$ cat src/hw/rtl/lhc_ram.sv
// ----------------------------------------------------------------------------
// lhc_ram
// Simple dual-port synchronous RAM: one write port, one read port with
// registered read data.
// ----------------------------------------------------------------------------
`default_nettype none

module lhc_ram #(
  parameter int WIDTH = 8,
  parameter int DEPTH = 16
) (
  input  wire logic                     clk,
  input  wire logic                     we,
  input  wire logic [$clog2(DEPTH)-1:0] waddr,
  input  wire logic [WIDTH-1:0]         wdata,
  input  wire logic                     re,
  input  wire logic [$clog2(DEPTH)-1:0] raddr,
  output logic      [WIDTH-1:0]         rdata
);

  logic [WIDTH-1:0] mem [DEPTH];

  always_ff @(posedge clk) begin
    if (we) begin
      mem[waddr] <= wdata;
    end
    if (re) begin
      rdata <= mem[raddr];
    end
  end

endmodule

`default_nettype wire

$ cat config.mk
export PLATFORM = sky130hd
export DESIGN_NAME = lhc_ram
export DESIGN_NICKNAME = d
export VERILOG_FILES = /design/src/hw/rtl/lhc_ram.sv
export SDC_FILE = /design/constraint.sdc
export NUM_CORES = 1
export LEC_CHECK = 0
export BUFFER_PORTS_ARGS = -buffer_cell sky130_fd_sc_hd__clkbuf_2
export CAP_MARGIN = 20
export CORE_MARGIN = 2
export CORE_UTILIZATION = 53
export CTS_BUF_LIST = sky130_fd_sc_hd__clkbuf_16
export DETAILED_ROUTE_END_ITERATION = 8
export PLACE_DENSITY = 0.74
export REMOVE_ABC_BUFFERS = 1
export SETUP_SLACK_MARGIN = 0.05
export SLEW_MARGIN = 20
export SYNTH_ARGS = -nofsm -noshare
export SYNTH_HDL_FRONTEND = slang
export SYNTH_SLANG_ARGS = --single-unit
$ cat constraint.sdc
create_clock -name clk -period 2.5 [get_ports clk]
set_input_delay 0.375 -clock clk [delete_from_list [all_inputs] [get_ports clk]]
set_output_delay 0.375 -clock clk [all_outputs]
set_load 0.005 [all_outputs]
==> summary.md <==
| Metric | Value |
|---|---|
| RSZ-0062 raised after global routing | no |
| Crit-path max cell delay | 0.59 ns |
| # Post-CTS Setup Buffers | 0 |
| Flops & latches, synth | between 100 and 150 |
| TritonCTS Buffers | 17 |
| Num ports | 27 |
| Largest net degree at the start of global routing | 33 |
| Cell taking the most area after synthesis | edfxtp_1 |
| Share of the synthesized area in the top cell type | 78.1% |
| Gpl congestion | 0.751 |
| CTS tree | built |
| Largest cells by area after synthesis | edfxtp_1, mux4_2, mux4_1 |
| H-tree level count | 4 |
| Met3 Resource Use GR | roughly 5.8% |
| Peak VDD IR | 0.557 mV |
| Met1 usage | 26.6% |
| Slew headroom | 53.4% |
| Antenna Violating Nets Remaining | 0 |
| CTS Sinks | 136 |
| Mux cell area share after synthesis | 14.8% |
| Total gr overflow | 0 |
| DR DRC count | 0 |
| Kind of end point of the critical path | register |
| Final Hold Viols | 0 |
| Hold crit path type | in -> reg |
| Mapped Area | approximately 5200 µm² |
| Clock latency on the worst-skew pair | 0.40 ns |
| Final net count | 301 |
| Area of the core | 9680 µm² |
| N_diodes | 0 |
| Status | completed |
| Power, Total | 5.23 mW |
| Via count | 2,505 |
| Sequential area share after synthesis | roughly four fifths |
| WP data arrival | 1.70 ns |
| Worst Setup SP | raddr[0] |
| HPWL after DPL | 5760 µm |
| Post-synthesis compound-gate area fraction | 2.30% |
| Number of global-route vias before repair | 2,551 |
| Clk buf depth | 2 |
| Pwr per Cell Area | approximately 850 nW/µm² |
| Critical Path RT | 2.64 ns |
| Largest family of logic cells by synthesized area | multiplexers |
| Drt first pass iters | 4 |
| Clk root buf | clkbuf_16 |
| Synth Instances | about 230 |
| Post_cts resized | 0 |
| Layout cells sized above 1 | roughly 31% |
| Hold Buf Count CTS | 0 |
| Starting Density | 54.0% |
| Simple-Gate Fraction of Synth Area | 3.14% |
| Total leakage power | about 2.1 nW |
| Adder-cell area share of the yosys netlist | 0% |
| Port bufs | 26 |
| Max-cap violations | 0 |
| Clock transition at the registers of the reported paths | 0.06 ns |
| Reg-to-reg startpoint | mem[9][2]$_DFFE_PP_ |
| YS warnings | 0 |
| GR met2 Demand/Resource | 31.9% |
| Kind of critical path | in -> reg |
| Antenna violations before repair | 0 |
| Row count | 36 |
| Worst setup SP type | input pin |
| Crit-path cells | clkbuf_2, buf_12, mux4_1, a22oi_1, nand2_1 |
| Fmax | around 640 MHz |
| Netlist cell types | 18 |
| Drt total wl | about 9500 µm |
| Post-layout minimum cycle time | about 1.6 ns |
| Critical Path Fanout Max | 32 |
| Syn_area_per_cell | 22.8 µm² |
| Least-Margin Pin Slew | 0.698 ns |
| Min-Delay Startpoint | wdata[6] |
| First-pass GRT wire length | 14,600 µm |
| Die height | 103 µm |
| DIE WIDTH | 103 µm |
| Max Transition Viols Final | 0 |
| Xor and xnor area share after synthesis | 0% |
| Wire length per cell | 22.1 µm |
| CP max-delay cell | mux4_1 |
| Setup Viol. Count Final | 0 |
| Iter 0 DRT Violations | 198 |
| Setup_tns | 0 ns |
| Die ar. | 10,700 µm² |
| Most used routing layer | met2 |
| Clock Skews | 0.00625 ns |
| Area growth from synthesis to layout | 18.1% |
| Fin crit share | 62.3% |
| Routed vias/inst | 5.85 |
| Overall Global Routing Usage | 19.8% |
## logic make-up after synthesis
group	count (synthesis)
multiplexers	32
flip-flops	136
buffers and inverters	10
AO/OA/AOI/OAI	16
AND/OR/NAND/NOR	35
## where the power goes
| part | leakage [nW] | internal [mW] | switching [mW] | total (mW) |
|---|---|---|---|---|
| logic | 0.579 | 0.0968 | 0.126 | 0.223 |
| clock network | 0.285 | 1.55 | 0.876 | 2.43 |
| registers | 1.24 | 2.57 | 0.0145 | 2.59 |
| total | 2.10 | 4.22 | 1.02 | 5.23 |
## worst paths after layout
path	end	slack, ns	cells past startpoint
worst max-delay path	rdata[2]$_DFFE_PP_	0.94	5
worst min-delay path	mem[14][6]$_DFFE_PP_	0.39	1
worst max register to register	rdata[2]$_DFFE_PP_	1.01	3
worst min register to register	rdata[5]$_DFFE_PP_	0.75	3
## final cells by class
type	instances	area (µm²)
Clock inverter	15	161
Sequential cell	136	4080
Clock buffer	17	425
Tap cell	133	166
Multi-Input combinational cell	83	1060
Timing Repair Buffer	44	278
Fill cell	664	3510
## metal layers
metal | wire length (µm) | share of wire [%] | vias to the layer above
met5 | 0 | 0 | -
met3 | 546 | 5.8 | 11
met4 | 112 | 1.2 | 0
li1 | - | - | 1085
met2 | 4920 | 52 | 90
met1 | 3890 | 41 | 1319
## synth_stat cells (all sizes together)
library cell,n
nor3,4
nand3b,2
nand2b,2
nand2,9
nand3,1
or3b,1
edfxtp,136
nor2b,1
clkdlybuf4s25,3
and2,1
and2b,1
mux4,32
nor2,13
buf,7
a22oi,16
## sequential cells by signal (all words and copies together), names as in the netlist
register  cells
mem         128
rdata         8
## stage by stage
step | hold slack [ns] | setup slack [ns] | area (µm²) | std cells | utilization (%)
after floorplan | 0.474 | 0.632 | 5140 | 219 | -
after global placement | 0.728 | 0.562 | 5590 | 396 | 57.7
after detailed placement | 0.750 | 0.533 | 5590 | 396 | 57.7
after CTS | 0.368 | 0.972 | 6170 | 428 | 63.7
after global routing | 0.393 | 0.917 | 6170 | 428 | 63.7
final | 0.386 | 0.943 | 6170 | 428 | 63.7
## placed cells by master, fill, tap and decap left out
cell type   synthesis  routed
a22oi_1            16      16
and2_1              1       1
and2b_1             1       1
buf_12              0       1
buf_4               1      17
bufinv_16           0       3
clkbuf_16           0      17
clkbuf_2            0      26
clkinv_1            0       2
clkinv_2            0       4
clkinv_4            0       2
clkinvlp_4          0       3
edfxtp_1          136     136
inv_1               0       1
mux4_1             14      14
mux4_2             18      18
nand2_1             9       9
nand2b_1            2       2
nand3_1             1       1
nand3b_1            2       2
nor2_1             13      13
nor2b_1             1       1
nor3_1              4       4
or3b_2              1       1
## worst max-delay path: cells and delay by family
| kind | cells | cell delay, ns |
|---|---|---|
| multiplexers | 1 | 0.59 |
| AO/OA/AOI/OAI | 1 | 0.29 |
| AND/OR/NAND/NOR | 1 | 0.08 |
| buffers and inverters | 2 | 0.35 |
No activity file was read; power rests on OpenSTA's default activity.
